===== src/acld_pkg.sv =====
// ============================================================================
// acld_pkg: shared types and constants of the ASCII command line decoder
// Character codes, result kinds, command numbers and the queue item type.
// ============================================================================
package acld_pkg;

    localparam logic [7:0] ASCII_AMP  = 8'h26;
    localparam logic [7:0] ASCII_HASH = 8'h23;
    localparam logic [7:0] ASCII_LF   = 8'h0A;
    localparam logic [7:0] ASCII_ZERO = 8'h30;
    localparam logic [7:0] ASCII_NINE = 8'h39;

    localparam logic [2:0] KIND_SYSTEM  = 3'd0;
    localparam logic [2:0] KIND_CLOCK   = 3'd1;
    localparam logic [2:0] KIND_SETTING = 3'd2;
    localparam logic [2:0] KIND_PORT    = 3'd3;
    localparam logic [2:0] KIND_ROUTE   = 3'd4;
    localparam logic [2:0] KIND_CORR    = 3'd5;
    localparam logic [2:0] KIND_UNKNOWN = 3'd6;
    localparam logic [2:0] KIND_NOTCMD  = 3'd7;

    localparam logic [15:0] CMD_SYS_0 = 16'd1;
    localparam logic [15:0] CMD_SYS_1 = 16'd10;
    localparam logic [15:0] CMD_SYS_2 = 16'd201;
    localparam logic [15:0] CMD_SYS_3 = 16'd254;

    localparam logic [15:0] CMD_SET_0      = 16'd101;
    localparam logic [15:0] CMD_SET_BUZZER = 16'd102;
    localparam logic [15:0] CMD_SET_2      = 16'd103;
    localparam logic [15:0] CMD_SET_3      = 16'd210;
    localparam logic [15:0] CMD_SET_4      = 16'd220;
    localparam logic [15:0] CMD_SET_5      = 16'd611;
    localparam logic [15:0] CMD_SET_6      = 16'd612;
    localparam logic [15:0] CMD_SET_7      = 16'd613;
    localparam logic [15:0] CMD_SET_8      = 16'd621;
    localparam logic [15:0] CMD_SET_9      = 16'd622;
    localparam logic [15:0] CMD_SET_10     = 16'd623;

    localparam logic [15:0] CMD_CLOCK_FIRST = 16'd501;
    localparam logic [15:0] CMD_CLOCK_LAST  = 16'd507;
    localparam logic [15:0] CMD_CLOCK_YEAR  = 16'd504;
    localparam logic [15:0] CMD_PORT_FIRST  = 16'd200;
    localparam logic [15:0] CMD_PORT_LAST   = 16'd207;
    localparam logic [15:0] CMD_ROUTE_FIRST = 16'd300;
    localparam logic [15:0] CMD_ROUTE_LAST  = 16'd363;
    localparam logic [15:0] CMD_CORR_FIRST  = 16'd1110;
    localparam logic [15:0] CMD_CORR_LAST   = 16'd1113;

    localparam logic [15:0] YEAR_BASE  = 16'd2000;
    localparam logic [15:0] BUZZER_MAX = 16'd250;

    localparam logic [3:0] POS_HASH     = 4'd1;
    localparam logic [3:0] POS_CMD_LAST = 4'd6;
    localparam logic [3:0] POS_LAST     = 4'd11;

    localparam logic ADDR_CLOCK_ENABLED = 1'b0;

    typedef struct packed {
        logic [7:0] data;
        logic       is_amp;
        logic       is_nl;
    } item_t;

endpackage


===== src/acld_front.sv =====
// ============================================================================
// acld_front: byte intake and classification
// Marks restart and newline bytes and holds all bytes in a two-entry queue.
// ============================================================================
module acld_front
    import acld_pkg::*;
(
    input  logic       clk,
    input  logic       rst_n,
    input  logic       rx_valid,
    output logic       rx_ready,
    input  logic [7:0] rx_byte,
    output logic       item_valid,
    output item_t      item,
    input  logic       item_pop
);

    localparam int QD  = 2;
    localparam int QAW = $clog2(QD);

    item_t            queue_mem [QD];
    logic [QAW-1:0]   wr_ptr_reg;
    logic [QAW-1:0]   rd_ptr_reg;
    logic [QAW:0]     count_reg;
    logic             push;
    logic             pop;
    item_t            incoming;

    assign rx_ready   = count_reg != (QAW+1)'(QD);
    assign item_valid = count_reg != '0;
    assign item       = queue_mem[rd_ptr_reg];
    assign push       = rx_valid && rx_ready;
    assign pop        = item_pop && item_valid;

    always_comb
    begin
        incoming.data   = rx_byte;
        incoming.is_amp = rx_byte == ASCII_AMP;
        incoming.is_nl  = rx_byte == ASCII_LF;
    end

    always_ff @(posedge clk)
    begin
        if (push)
        begin
            queue_mem[wr_ptr_reg] <= incoming;
        end
    end

    always_ff @(posedge clk or negedge rst_n)
    begin
        if (!rst_n)
        begin
            wr_ptr_reg <= '0;
            rd_ptr_reg <= '0;
            count_reg  <= '0;
        end
        else
        begin
            if (push)
            begin
                wr_ptr_reg <= wr_ptr_reg + QAW'(1);
            end
            if (pop)
            begin
                rd_ptr_reg <= rd_ptr_reg + QAW'(1);
            end
            case ({push, pop})
                2'b10:   count_reg <= count_reg + (QAW+1)'(1);
                2'b01:   count_reg <= count_reg - (QAW+1)'(1);
                default: count_reg <= count_reg;
            endcase
        end
    end

endmodule


===== src/acld_back.sv =====
// ============================================================================
// acld_back: receive store, line copy and command decode
// Stores bytes, copies the line on newline, scans it and builds the result.
// ============================================================================
module acld_back
    import acld_pkg::*;
#(
    parameter int STORE_DEPTH = 16
)
(
    input  logic        clk,
    input  logic        rst_n,
    input  logic        clock_enabled,
    input  logic        item_valid,
    input  item_t       item,
    output logic        item_pop,
    output logic        result_valid,
    input  logic        result_ready,
    output logic [2:0]  result_kind,
    output logic [5:0]  target_index,
    output logic [15:0] payload
);

    localparam int AW = $clog2(STORE_DEPTH);

    typedef enum logic [5:0] {
        ST_IDLE  = 6'b000001,
        ST_COPY  = 6'b000010,
        ST_DRAIN = 6'b000100,
        ST_SCAN  = 6'b001000,
        ST_WAIT  = 6'b010000,
        ST_DEC   = 6'b100000
    } state_t;

    state_t                 state_reg;
    state_t                 state_next;
    logic [7:0]             rx_mem   [STORE_DEPTH];
    logic [7:0]             line_mem [STORE_DEPTH];
    logic [STORE_DEPTH-1:0] line_valid_reg;
    logic [AW-1:0]          wp_reg;
    logic [AW-1:0]          wp_base;
    logic [AW-1:0]          wp_inc;
    logic [AW-1:0]          copy_cnt_reg;
    logic [AW-1:0]          copy_last_reg;
    logic [AW-1:0]          copy_waddr_reg;
    logic                   copy_wr_reg;
    logic [7:0]             rx_rdata_reg;
    logic [3:0]             rd_idx_reg;
    logic [AW-1:0]          line_raddr;
    logic [7:0]             line_rdata_reg;
    logic                   line_vld_reg;
    logic                   proc_en_reg;
    logic [3:0]             proc_idx_reg;
    logic                   hash_reg;
    logic                   cmd_run_reg;
    logic                   val_run_reg;
    logic [15:0]            cmd_reg;
    logic [15:0]            val_reg;
    logic [7:0]             byte_q;
    logic                   is_digit;
    logic [15:0]            cmd_step;
    logic [15:0]            val_step;
    logic                   line_start;
    logic                   out_free;
    logic                   out_load;
    logic [15:0]            clk_off;
    logic [15:0]            port_off;
    logic [15:0]            route_off;
    logic [15:0]            corr_off;
    logic [7:0]             buzzer_val;
    logic [2:0]             dec_kind;
    logic [5:0]             dec_target;
    logic [15:0]            dec_payload;
    logic                   result_valid_reg;
    logic [2:0]             result_kind_reg;
    logic [5:0]             target_index_reg;
    logic [15:0]            payload_reg;

    assign item_pop   = (state_reg == ST_IDLE) && item_valid;
    assign line_start = item_pop && item.is_nl;
    assign wp_base    = item.is_amp ? '0 : wp_reg;
    assign wp_inc     = (wp_base == AW'(STORE_DEPTH - 1)) ? '0 : wp_base + AW'(1);
    assign line_raddr = AW'(rd_idx_reg);
    assign out_free   = !result_valid_reg || result_ready;
    assign out_load   = (state_reg == ST_DEC) && out_free;

    always_comb
    begin
        state_next = state_reg;
        unique case (state_reg)
            ST_IDLE:
            begin
                if (line_start)
                begin
                    state_next = (wp_inc == '0) ? ST_SCAN : ST_COPY;
                end
            end
            ST_COPY:
            begin
                if (copy_cnt_reg == copy_last_reg)
                begin
                    state_next = ST_DRAIN;
                end
            end
            ST_DRAIN: state_next = ST_SCAN;
            ST_SCAN:
            begin
                if (rd_idx_reg == POS_LAST)
                begin
                    state_next = ST_WAIT;
                end
            end
            ST_WAIT: state_next = ST_DEC;
            ST_DEC:
            begin
                if (out_free)
                begin
                    state_next = ST_IDLE;
                end
            end
            default: state_next = ST_IDLE;
        endcase
    end

    always_ff @(posedge clk or negedge rst_n)
    begin
        if (!rst_n)
        begin
            state_reg        <= ST_IDLE;
            wp_reg           <= '0;
            copy_cnt_reg     <= '0;
            copy_last_reg    <= '0;
            copy_wr_reg      <= 1'b0;
            copy_waddr_reg   <= '0;
            rd_idx_reg       <= POS_HASH;
            proc_en_reg      <= 1'b0;
            proc_idx_reg     <= POS_HASH;
            line_valid_reg   <= '0;
            result_valid_reg <= 1'b0;
        end
        else
        begin
            state_reg      <= state_next;
            copy_wr_reg    <= state_reg == ST_COPY;
            copy_waddr_reg <= copy_cnt_reg;
            proc_en_reg    <= state_reg == ST_SCAN;
            proc_idx_reg   <= rd_idx_reg;
            if (copy_wr_reg)
            begin
                line_valid_reg[copy_waddr_reg] <= 1'b1;
            end
            if (item_pop)
            begin
                wp_reg <= item.is_nl ? '0 : wp_inc;
            end
            if (line_start)
            begin
                copy_cnt_reg  <= '0;
                copy_last_reg <= wp_base;
                rd_idx_reg    <= POS_HASH;
            end
            else if (state_reg == ST_COPY)
            begin
                copy_cnt_reg <= copy_cnt_reg + AW'(1);
            end
            else if (state_reg == ST_SCAN)
            begin
                rd_idx_reg <= rd_idx_reg + 4'd1;
            end
            if (out_load)
            begin
                result_valid_reg <= 1'b1;
            end
            else if (result_ready)
            begin
                result_valid_reg <= 1'b0;
            end
        end
    end

    always_ff @(posedge clk)
    begin
        if (item_pop)
        begin
            rx_mem[wp_base] <= item.data;
        end
        rx_rdata_reg <= rx_mem[copy_cnt_reg];
    end

    always_ff @(posedge clk)
    begin
        if (copy_wr_reg)
        begin
            line_mem[copy_waddr_reg] <= rx_rdata_reg;
        end
        line_rdata_reg <= line_mem[line_raddr];
        line_vld_reg   <= line_valid_reg[line_raddr];
    end

    assign byte_q   = line_vld_reg ? line_rdata_reg : 8'h00;
    assign is_digit = (byte_q >= ASCII_ZERO) && (byte_q <= ASCII_NINE);
    assign cmd_step = (cmd_reg << 3) + (cmd_reg << 1) + {12'd0, byte_q[3:0]};
    assign val_step = (val_reg << 3) + (val_reg << 1) + {12'd0, byte_q[3:0]};

    always_ff @(posedge clk)
    begin
        if (line_start)
        begin
            hash_reg    <= 1'b0;
            cmd_run_reg <= 1'b1;
            val_run_reg <= 1'b1;
            cmd_reg     <= '0;
            val_reg     <= '0;
        end
        else if (proc_en_reg)
        begin
            if (proc_idx_reg == POS_HASH)
            begin
                hash_reg <= byte_q == ASCII_HASH;
            end
            else if (proc_idx_reg <= POS_CMD_LAST)
            begin
                if (cmd_run_reg && is_digit)
                begin
                    cmd_reg <= cmd_step;
                end
                else
                begin
                    cmd_run_reg <= 1'b0;
                end
            end
            else
            begin
                if (val_run_reg && is_digit)
                begin
                    val_reg <= val_step;
                end
                else
                begin
                    val_run_reg <= 1'b0;
                end
            end
        end
    end

    assign clk_off    = cmd_reg - CMD_CLOCK_FIRST;
    assign port_off   = cmd_reg - CMD_PORT_FIRST;
    assign route_off  = cmd_reg - CMD_ROUTE_FIRST;
    assign corr_off   = cmd_reg - CMD_CORR_FIRST;
    assign buzzer_val = (val_reg > BUZZER_MAX) ? BUZZER_MAX[7:0] : val_reg[7:0];

    always_comb
    begin
        dec_kind    = KIND_UNKNOWN;
        dec_target  = '0;
        dec_payload = cmd_reg;
        if (!hash_reg)
        begin
            dec_kind    = KIND_NOTCMD;
            dec_payload = '0;
        end
        else
        begin
            unique case (cmd_reg)
                CMD_SYS_0:
                begin
                    dec_kind = KIND_SYSTEM; dec_target = 6'd0;
                end
                CMD_SYS_1:
                begin
                    dec_kind = KIND_SYSTEM; dec_target = 6'd1;
                end
                CMD_SYS_2:
                begin
                    dec_kind = KIND_SYSTEM; dec_target = 6'd2;
                end
                CMD_SYS_3:
                begin
                    dec_kind = KIND_SYSTEM; dec_target = 6'd3;
                end
                CMD_SET_0:
                begin
                    dec_kind = KIND_SETTING; dec_target = 6'd0;
                    dec_payload = {8'h00, val_reg[7:0]};
                end
                CMD_SET_BUZZER:
                begin
                    dec_kind = KIND_SETTING; dec_target = 6'd1;
                    dec_payload = {8'h00, buzzer_val};
                end
                CMD_SET_2:
                begin
                    dec_kind = KIND_SETTING; dec_target = 6'd2;
                    dec_payload = {8'h00, val_reg[7:0]};
                end
                CMD_SET_3:
                begin
                    dec_kind = KIND_SETTING; dec_target = 6'd3;
                    dec_payload = {8'h00, val_reg[7:0]};
                end
                CMD_SET_4:
                begin
                    dec_kind = KIND_SETTING; dec_target = 6'd4;
                    dec_payload = {8'h00, val_reg[7:0]};
                end
                CMD_SET_5:
                begin
                    dec_kind = KIND_SETTING; dec_target = 6'd5;
                    dec_payload = {8'h00, val_reg[7:0]};
                end
                CMD_SET_6:
                begin
                    dec_kind = KIND_SETTING; dec_target = 6'd6;
                    dec_payload = {8'h00, val_reg[7:0]};
                end
                CMD_SET_7:
                begin
                    dec_kind = KIND_SETTING; dec_target = 6'd7;
                    dec_payload = {8'h00, val_reg[7:0]};
                end
                CMD_SET_8:
                begin
                    dec_kind = KIND_SETTING; dec_target = 6'd8;
                    dec_payload = {8'h00, val_reg[7:0]};
                end
                CMD_SET_9:
                begin
                    dec_kind = KIND_SETTING; dec_target = 6'd9;
                    dec_payload = {8'h00, val_reg[7:0]};
                end
                CMD_SET_10:
                begin
                    dec_kind = KIND_SETTING; dec_target = 6'd10;
                    dec_payload = {8'h00, val_reg[7:0]};
                end
                default:
                begin
                    if (cmd_reg >= CMD_CLOCK_FIRST && cmd_reg <= CMD_CLOCK_LAST
                        && clock_enabled)
                    begin
                        dec_kind    = KIND_CLOCK;
                        dec_target  = clk_off[5:0];
                        dec_payload = (cmd_reg == CMD_CLOCK_YEAR) ? val_reg - YEAR_BASE
                                                                  : val_reg;
                    end
                    else if (cmd_reg >= CMD_PORT_FIRST && cmd_reg <= CMD_PORT_LAST)
                    begin
                        dec_kind    = KIND_PORT;
                        dec_target  = port_off[5:0];
                        dec_payload = {8'h00, val_reg[7:0]};
                    end
                    else if (cmd_reg >= CMD_ROUTE_FIRST && cmd_reg <= CMD_ROUTE_LAST)
                    begin
                        dec_kind    = KIND_ROUTE;
                        dec_target  = route_off[5:0];
                        dec_payload = {8'h00, val_reg[7:0]};
                    end
                    else if (cmd_reg >= CMD_CORR_FIRST && cmd_reg <= CMD_CORR_LAST)
                    begin
                        dec_kind    = KIND_CORR;
                        dec_target  = corr_off[5:0];
                        dec_payload = val_reg;
                    end
                end
            endcase
        end
    end

    always_ff @(posedge clk)
    begin
        if (out_load)
        begin
            result_kind_reg  <= dec_kind;
            target_index_reg <= dec_target;
            payload_reg      <= dec_payload;
        end
    end

    assign result_valid = result_valid_reg;
    assign result_kind  = result_kind_reg;
    assign target_index = target_index_reg;
    assign payload      = payload_reg;

endmodule


===== src/ascii_command_line_decoder.sv =====
// ============================================================================
// ascii_command_line_decoder: decoder of ASCII command lines
// Collects received bytes into lines and decodes each line into one command.
// ============================================================================
// Bytes enter on the rx channel (rx_valid, rx_ready, rx_byte), one per beat.
// Each newline produces exactly one beat on the result channel (result_valid,
// result_ready, result_kind, target_index, payload); other bytes produce none.
// The clock_enabled register sits at address 0 of the APB port.
// A byte that is not a newline is written straight into the receive store, so
// plain bytes flow at one per cycle through a two-entry queue while the decoder
// is idle. For a newline that ends a line, the newline passes the queue, the line
// is copied from the receive store into the line store through its single read
// port, the copy is drained, the marker, command and value characters are read
// one at a time, the last digit is finished and the result is decoded. A line
// that wraps the receive store copies nothing.
// Bytes keep queueing during that time until the queue is full.
// Reset empties the queue and the output register, clears the write position
// and marks every line store entry as zero; clock_enabled resets to 1.
// When the receiver stalls, the result holds in the output register and the
// decoder keeps storing bytes; a following newline is copied and scanned,
// then waits with the byte flow stopped, and rx_ready falls once the queue fills.
// ============================================================================
module ascii_command_line_decoder
    import acld_pkg::*;
#(
    parameter int STORE_DEPTH = 16
)
(
    input  logic        clk,
    input  logic        rst_n,
    input  logic        rx_valid,
    output logic        rx_ready,
    input  logic [7:0]  rx_byte,
    output logic        result_valid,
    input  logic        result_ready,
    output logic [2:0]  result_kind,
    output logic [5:0]  target_index,
    output logic [15:0] payload,
    input  logic        psel,
    input  logic        penable,
    input  logic        pwrite,
    input  logic [2:0]  paddr,
    input  logic [31:0] pwdata,
    output logic [31:0] prdata,
    output logic        pready
);

    logic  clock_enabled_reg;
    logic  cfg_write;
    logic  item_valid;
    logic  item_pop;
    item_t item;

    assign pready    = 1'b1;
    assign cfg_write = psel && penable && pwrite && pready && (paddr[2] == ADDR_CLOCK_ENABLED);
    assign prdata    = (paddr[2] == ADDR_CLOCK_ENABLED) ? {31'd0, clock_enabled_reg} : '0;

    always_ff @(posedge clk or negedge rst_n)
    begin
        if (!rst_n)
        begin
            clock_enabled_reg <= 1'b1;
        end
        else if (cfg_write)
        begin
            clock_enabled_reg <= pwdata[0];
        end
    end

    acld_front u_front (
        .clk        (clk),
        .rst_n      (rst_n),
        .rx_valid   (rx_valid),
        .rx_ready   (rx_ready),
        .rx_byte    (rx_byte),
        .item_valid (item_valid),
        .item       (item),
        .item_pop   (item_pop)
    );

    acld_back #(
        .STORE_DEPTH (STORE_DEPTH)
    ) u_back (
        .clk           (clk),
        .rst_n         (rst_n),
        .clock_enabled (clock_enabled_reg),
        .item_valid    (item_valid),
        .item          (item),
        .item_pop      (item_pop),
        .result_valid  (result_valid),
        .result_ready  (result_ready),
        .result_kind   (result_kind),
        .target_index  (target_index),
        .payload       (payload)
    );

    a_notcmd_zero: assert property (@(posedge clk) disable iff (!rst_n)
        result_valid && result_kind == KIND_NOTCMD |-> target_index == '0 && payload == '0)
        else $error("not-command result carries a target or payload");

    a_setting_byte: assert property (@(posedge clk) disable iff (!rst_n)
        result_valid && result_kind == KIND_SETTING |-> payload[15:8] == '0)
        else $error("setting result carries more than one byte");

    a_clock_range: assert property (@(posedge clk) disable iff (!rst_n)
        result_valid && result_kind == KIND_CLOCK |-> target_index < 6'd7)
        else $error("clock field index out of range");

    a_cfg_write: assert property (@(posedge clk) disable iff (!rst_n)
        cfg_write |=> clock_enabled_reg == $past(pwdata[0]))
        else $error("clock_enabled did not take the written value");

endmodule

===== config.mk =====
export PLATFORM = sky130hd
export DESIGN_NAME = ascii_command_line_decoder
export DESIGN_NICKNAME = d
export VERILOG_FILES = /design/src/acld_pkg.sv /design/src/acld_front.sv /design/src/acld_back.sv /design/src/ascii_command_line_decoder.sv
export SDC_FILE = /design/constraint.sdc
export NUM_CORES = 1
export LEC_CHECK = 0
export BUFFER_PORTS_ARGS = -buffer_cell sky130_fd_sc_hd__buf_2
export CAP_MARGIN = 0
export CORE_UTILIZATION = 60
export CTS_BUF_LIST = sky130_fd_sc_hd__clkbuf_4 sky130_fd_sc_hd__clkbuf_8
export DETAILED_ROUTE_END_ITERATION = 6
export PLACE_DENSITY = 0.82
export SKIP_LAST_GASP = 1
export SLEW_MARGIN = 40
export SYNTH_ARGS = -nofsm -noshare
export SYNTH_HDL_FRONTEND = slang
export SYNTH_SLANG_ARGS = --single-unit

===== constraint.sdc =====
create_clock -name clk -period 8.7 [get_ports clk]
set_input_delay 0.87 -clock clk [delete_from_list [all_inputs] [get_ports clk]]
set_output_delay 0.87 -clock clk [all_outputs]
set_load 0.1 [all_outputs]

# --- Word-level counts from Yosys, hierarchy flattened ---
# Memories as Yosys holds them, arrays and structs flattened. A register that Yosys moved wholly into a read port is not among the register bits.
# Cells that the tools add are included.
totals:
  ff_bits: 115
  mem_bits_rw: 276
  output_inout_bits: 60
  wordCells: 186
  memories: 3
op_classes:
  n_addsub: 16
  order_cmp: 15
  eq_ne: 37
  n_mux: 46
  bitwise_logic: 6
  reduce_logical: 39
memory_table:
  columns: ["memory", "words", "word_bits", "rd", "rd_ports_with_merged_regs", "wr", "line_no", "text"]
  rows:
  - ["u_back.line_mem", 16, 8, 1, 1, 1, "acld_back.sv:38", "logic [7:0] line_mem [STORE_DEPTH];"]
  - ["u_back.rx_mem", 16, 8, 1, 1, 1, "acld_back.sv:37", "logic [7:0] rx_mem [STORE_DEPTH];"]
  - ["u_front.queue_mem", 2, 10, 1, 0, 1, "acld_front.sv:21", "item_t queue_mem [QD];"]
ops:
  columns: ["op", "count"]
  rows:
  - ["$eq A16 B10 Y1 const B", 6]
  - ["$mux W16", 5]
  - ["$pmux W6 S11", 1]
  - ["$eq A16 B8 Y1 const B", 4]
  - ["$eq A16 B7 Y1 const B", 3]
  - ["$mux W6", 8]
  - ["$pmux W16 S3", 1]
  - ["$mux W4", 9]
  - ["$pmux W6 S6", 1]
  - ["$add A16 B16 Y16", 2]
  - ["$add A16 B4 Y16", 2]
  - ["$ge A16 B9 Y1 const B", 2]
  - ["$le A16 B9 Y1 const B", 2]
  - ["$reduce_and A4 Y1", 5]
  - ["$logic_and A1 B1 Y1", 17]
  - ["$eq A16 B1 Y1 const B", 1]
  - ["$eq A16 B4 Y1 const B", 1]
  - ["$eq A16 B9 Y1 const B", 1]
  - ["$eq A8 B6 Y1 const B", 2]
  - ["$ge A16 B11 Y1 const B", 1]
  - ["$ge A16 B8 Y1 const B", 1]
  - ["$gt A16 B8 Y1 const B", 1]
  - ["$le A16 B11 Y1 const B", 1]
  - ["$le A16 B8 Y1 const B", 1]
  - ["46 further kinds", 81]

# --- Logic depth before layout (Yosys ltp) ---
# An unclocked memory read counts as a cell.
depth:
  word_depth: 8
  depth_mapped: 12
  mapped_depth_nobuf: 12

# --- Hierarchy ---
# A second synthesis with hierarchy kept.
hier_totals:
  cells_unflattened: 1500
  area_unflattened_um2: 19112.1
modules_own_cells:
  columns: ["module", "instances", "cells_each", "area_per_inst_um2", "seq_area_each_um2"]
  rows:
  - ["acld_back", 1, 1409, 17855.9, 10709.0]
  - ["acld_front", 1, 53, 953.4, 700.7]
  - ["ascii_command_line_decoder", 1, 38, 302.8, 26.3]

# --- Least setup slack after synthesis ---
# No wires, ideal clock.
synth_timing:
  path_kind: "input to output"
  start: "input paddr[2]"
  end: "output prdata[0]"
  arrival_time_ps: 2205
  required_ps: 7830
  path_slack_ps: 5625
  path_stages: 1
  n_path_buf: 0
  cell_sequence: "nor2b_1"
synth_via:
  elab_chain_len: 1
synth_lines:
  columns: ["item", "line_no", "text"]
  rows:
  - ["from (decl)", "ascii_command_line_decoder.sv:42", "input logic [2:0] paddr,"]
  - ["$mux W1", "ascii_command_line_decoder.sv:56", "assign prdata = (paddr[2] == ADDR_CLOCK_ENABLED) ? {31'd0, clock_enabled_reg} : '0;"]
  - ["to (decl)", "ascii_command_line_decoder.sv:44", "output logic [31:0] prdata,"]
# No other way between the ends.

# --- Worst setup path in the final report ---
layout_timing:
  start: "register u_back.cmd_reg[3]"
  end: "register u_back.payload_reg[5] (netlist: u_back.payload[5]), data pin"
layout_via:
  elab_chain_len: 7
layout_lines:
  columns: ["item", "line_no", "text"]
  rows:
  - ["from (decl)", "acld_back.sv:57", "logic [15:0] cmd_reg;"]
  - ["from (signal assigned)", "acld_back.sv:225", "cmd_reg <= cmd_step;"]
  - ["$ge A16 B11 Y1 / $le A16 B11 Y1 (equally long branches)", "acld_back.sv:358", "else if (cmd_reg >= CMD_CORR_FIRST && cmd_reg <= CMD_CORR_LAST)"]
  - ["$logic_and A1 B1 Y1", "acld_back.sv:358", null]
  - ["$mux W16", "acld_back.sv:358", null]
  - ["$mux W16", "acld_back.sv:352", "else if (cmd_reg >= CMD_ROUTE_FIRST && cmd_reg <= CMD_ROUTE_LAST)"]
  - ["$mux W16", "acld_back.sv:346", "else if (cmd_reg >= CMD_PORT_FIRST && cmd_reg <= CMD_PORT_LAST)"]
  - ["$mux W16", "acld_back.sv:338", "if (cmd_reg >= CMD_CLOCK_FIRST && cmd_reg <= CMD_CLOCK_LAST"]
  - ["$pmux W16 S3 (*)", "acld_back.sv:264", "unique case (cmd_reg)"]
  - ["to (signal assigned)", "acld_back.sv:375", "payload_reg <= dec_payload;"]
  - ["to (decl)", "acld_back.sv:77", "logic [15:0] payload_reg;"]
# Every way passes the cells marked *; elsewhere a longest branch is shown, timed or not.
# A chain may end at the register's enable or synchronous reset.

==> impl_metrics.env <==
export IMPL_synth_distinct_cells=86
export IMPL_yosysSeqAreaShare=0.599
export IMPL_critPathArrivalTime_ps=4050
export IMPL_cts_buffers=67
export IMPL_synth_adder_area_share=0.0540
export IMPL_avgSynthCellArea_um2=14.1
export IMPL_max_slew_margin=0.450
export IMPL_cts_buffer_depth=3
export IMPL_path_class="flop to flop"
export IMPL_clk_insertion_delay_late_ps=610
export IMPL_final_core_util=0.677
export IMPL_grt_overflow=0
export IMPL_ir_worst_vdd_mv=0.263
export IMPL_synth_mux_area_frac=0.113
export IMPL_wl_met1_um=16500
export IMPL_h_tree_depth=3
export IMPL_synth_compound_area_frac=0.0760
export IMPL_synthSimpleGateAreaFrac=0.105
export IMPL_routed_top_layer="met4"
export IMPL_gp_congestion=0.919
export IMPL_cts_root_buf="clkbuf_8"
export IMPL_p_total_uw=5420
export IMPL_powerDensity_nw_per_um2=259
export IMPL_crit_path_cell_trace="inv_1 > ha_1 > a21oi_1 > o221ai_1 > o2111a_2 > or4_1 > o21a_1 > o22ai_1 > a21oi_1"
export IMPL_top_regs="u_back.line_mem: 128 flops, u_back.rx_mem: 128 flops, u_front.queue_mem: 20 flops"
export IMPL_rsz0062_at_grt="no"
export IMPL_path_clk_slew_ps=60
export IMPL_grt_pass1_vias=11594
export IMPL_synth_area_top_cells="edfxtp_1 (47%), mux4_2 (10%), dfrtp_1 (6.6%), dfxtp_1 (5.5%), ha_1 (5.0%)"
export IMPL_wl_per_cell_um=21.4
export IMPL_synth_top_area_share=0.473
export IMPL_max_freq_mhz=267
export IMPL_seq_area_um2=11400
export IMPL_synth_xor_area_frac=0.0202
export IMPL_route_detailed_drc=0
export IMPL_clock_sinks=407
export IMPL_synth_top_family_by_area="multiplexers"
export IMPL_timing_setup_tns_ps=0
export IMPL_status="finished, final reports clean"
export IMPL_die_area_um2=32500
export IMPL_grt_max_degree=55
export IMPL_finalHoldViolCount=0
export IMPL_cts_hold_buf=0
export IMPL_r2r_slack_ps=4960
export IMPL_setup_ws_ps=4960
export IMPL_drive_above_1_share=0.226
export IMPL_wl_um=39900
export IMPL_multi_input_area_um2=7180
export IMPL_fillerInstances=2052
export IMPL_critical_path_required_ps=9010
export IMPL_drv_slew=0
export IMPL_fin_crit_ps=3740
export IMPL_drtAntennaViolNets=0
export IMPL_grt_pass1_wl_um=63300
export IMPL_tightestPinTransition_ps=823
export IMPL_port_buffers=44
export IMPL_wl_met3_um=2400
export IMPL_grtUsageTotal=0.253
export IMPL_vias=11680
export IMPL_first_pass_iters=6
export IMPL_synth_async_sr_flop_share=0.133
export IMPL_synth_edf_count=301
export IMPL_areaGrowthSynthToFinish_pct=9.60
export IMPL_reg2regPathDepth=9
export IMPL_dpl_cell_count=1749
export IMPL_ioPinCount=110
export IMPL_cp_start_kind="flop"
export IMPL_fin_cells=1868
export IMPL_avgViaCountPerCell=6.25
export IMPL_finalSetupViolations=0
export IMPL_syn_cell_area_um2=19100
export IMPL_ys_ff_latch=407
export IMPL_crit_path_max_fanout=17
export IMPL_core_um2=30900
export IMPL_crit_slowest_cell="or4_1"
export IMPL_antenna_found_initial=0
export IMPL_cp_end_kind="flop"
export IMPL_drt_iter0_markers=1104
export IMPL_crit_top_cell="a21oi_1"
export IMPL_final_cell_mix="edfxtp_1 (301), mux4_2 (85), nand2_1 (85), ha_1 (76), clkbuf_8 (75)"
export IMPL_fin_crit_sh=0.430
export IMPL_place_ws_ps=5090
export IMPL_fp_dieH_um=180
export IMPL_post_cts_buffers=0
export IMPL_wl_met2_um=19800
export IMPL_initial_core_util=0.618
export IMPL_std_cell_rows=64
export IMPL_critPathMaxStageDelay_ps=780
export IMPL_cts_repair_resized=0
export IMPL_synth_top_area_cell="edfxtp_1"
export IMPL_ys_flop_type="edfxtp_1"
export IMPL_fin_nets=1553
export IMPL_antenna_cells=0
export IMPL_drv_cap=0
export IMPL_final_common_cell="edfxtp_1"
export IMPL_power_leakage_uw=0.00768
export IMPL_fp_dieW_um=180
export IMPL_min_path_type="primary input to async pin"
export IMPL_synth_warnings=0
export IMPL_syn_inst=1358
export IMPL_skew_ps=28.7
export IMPL_cts_tree="built"
export IMPL_dpl_hpwl_um=26800
## Yosys cell counts (22+ instances only)
cell type,number
nor3_1,35
buf_4,34
dfxtp_1,52
mux4_2,85
nand3_1,32
and2_1,25
a21oi_1,70
edfxtp_1,301
nand2_1,85
dfrtp_1,50
xnor2_1,27
inv_1,35
ha_1,76
o21ai_0,31
nor2_1,81
clkbuf_1,39
or2_2,22
## cell type report
type                    instances  share of cell area
clock buffers                  98              0.0576
clock inverters                20             0.00742
inverters                      35             0.00628
multi-input cells             856               0.343
flip-flops and latches        407               0.547
well taps                     396              0.0237
repair buffers                 56              0.0154
## worst paths after layout
kind	startpoint	end
setup / recovery	u_back.cmd_reg[3]	u_back.payload[5]
hold / removal	rst_n	u_back.state_reg[1]
setup reg to reg	u_back.cmd_reg[3]	u_back.payload[5]
hold reg to reg	u_back.line_valid_reg[14]	u_back.line_valid_reg[14]
max in group asynchronous	rst_n	u_back.line_raddr[0]
min in group clk	u_back.line_valid_reg[14]	u_back.line_valid_reg[14]
## power by group
group	total, uW	internal, uW	switching, uW
combinational	1100	458	646
clock	1680	949	731
sequential	2640	2450	190
total	5420	3860	1570
## through the flow
step / area [um^2] / hold WS [ps]
2_1_floorplan: 19200 / 352
3_3_place_gp: 19500 / 446
3_5_place_dp: 19500 / 447
4_1_cts: 20900 / 428
5_1_grt: 20900 / 224
6_report: 20900 / 239
## logic make-up after synthesis
kind of cell,Yosys count
AOI/OAI and AO/OA,220
xor gates and xnor gates,44
adders and majority gates,80
buffers and inverters,125
DFF,407
muxes,107
other,2
and+or+nand+nor,373
## worst max-delay path, delay by kind of cell, from the launching register on
family,cells,cell delay [ps]
fa+ha+maj,1,360
compound gates,6,1260
simple gates,1,780
flops,1,720
buf+inv,1,310
## per-layer routing
layer  track usage  vias up
met5             0        -
li1              -     5272
met1         0.337     5810
met2         0.411      491
met4         0.105        0
met3        0.0481      107
No activity file was read; power rests on OpenSTA's default activity.
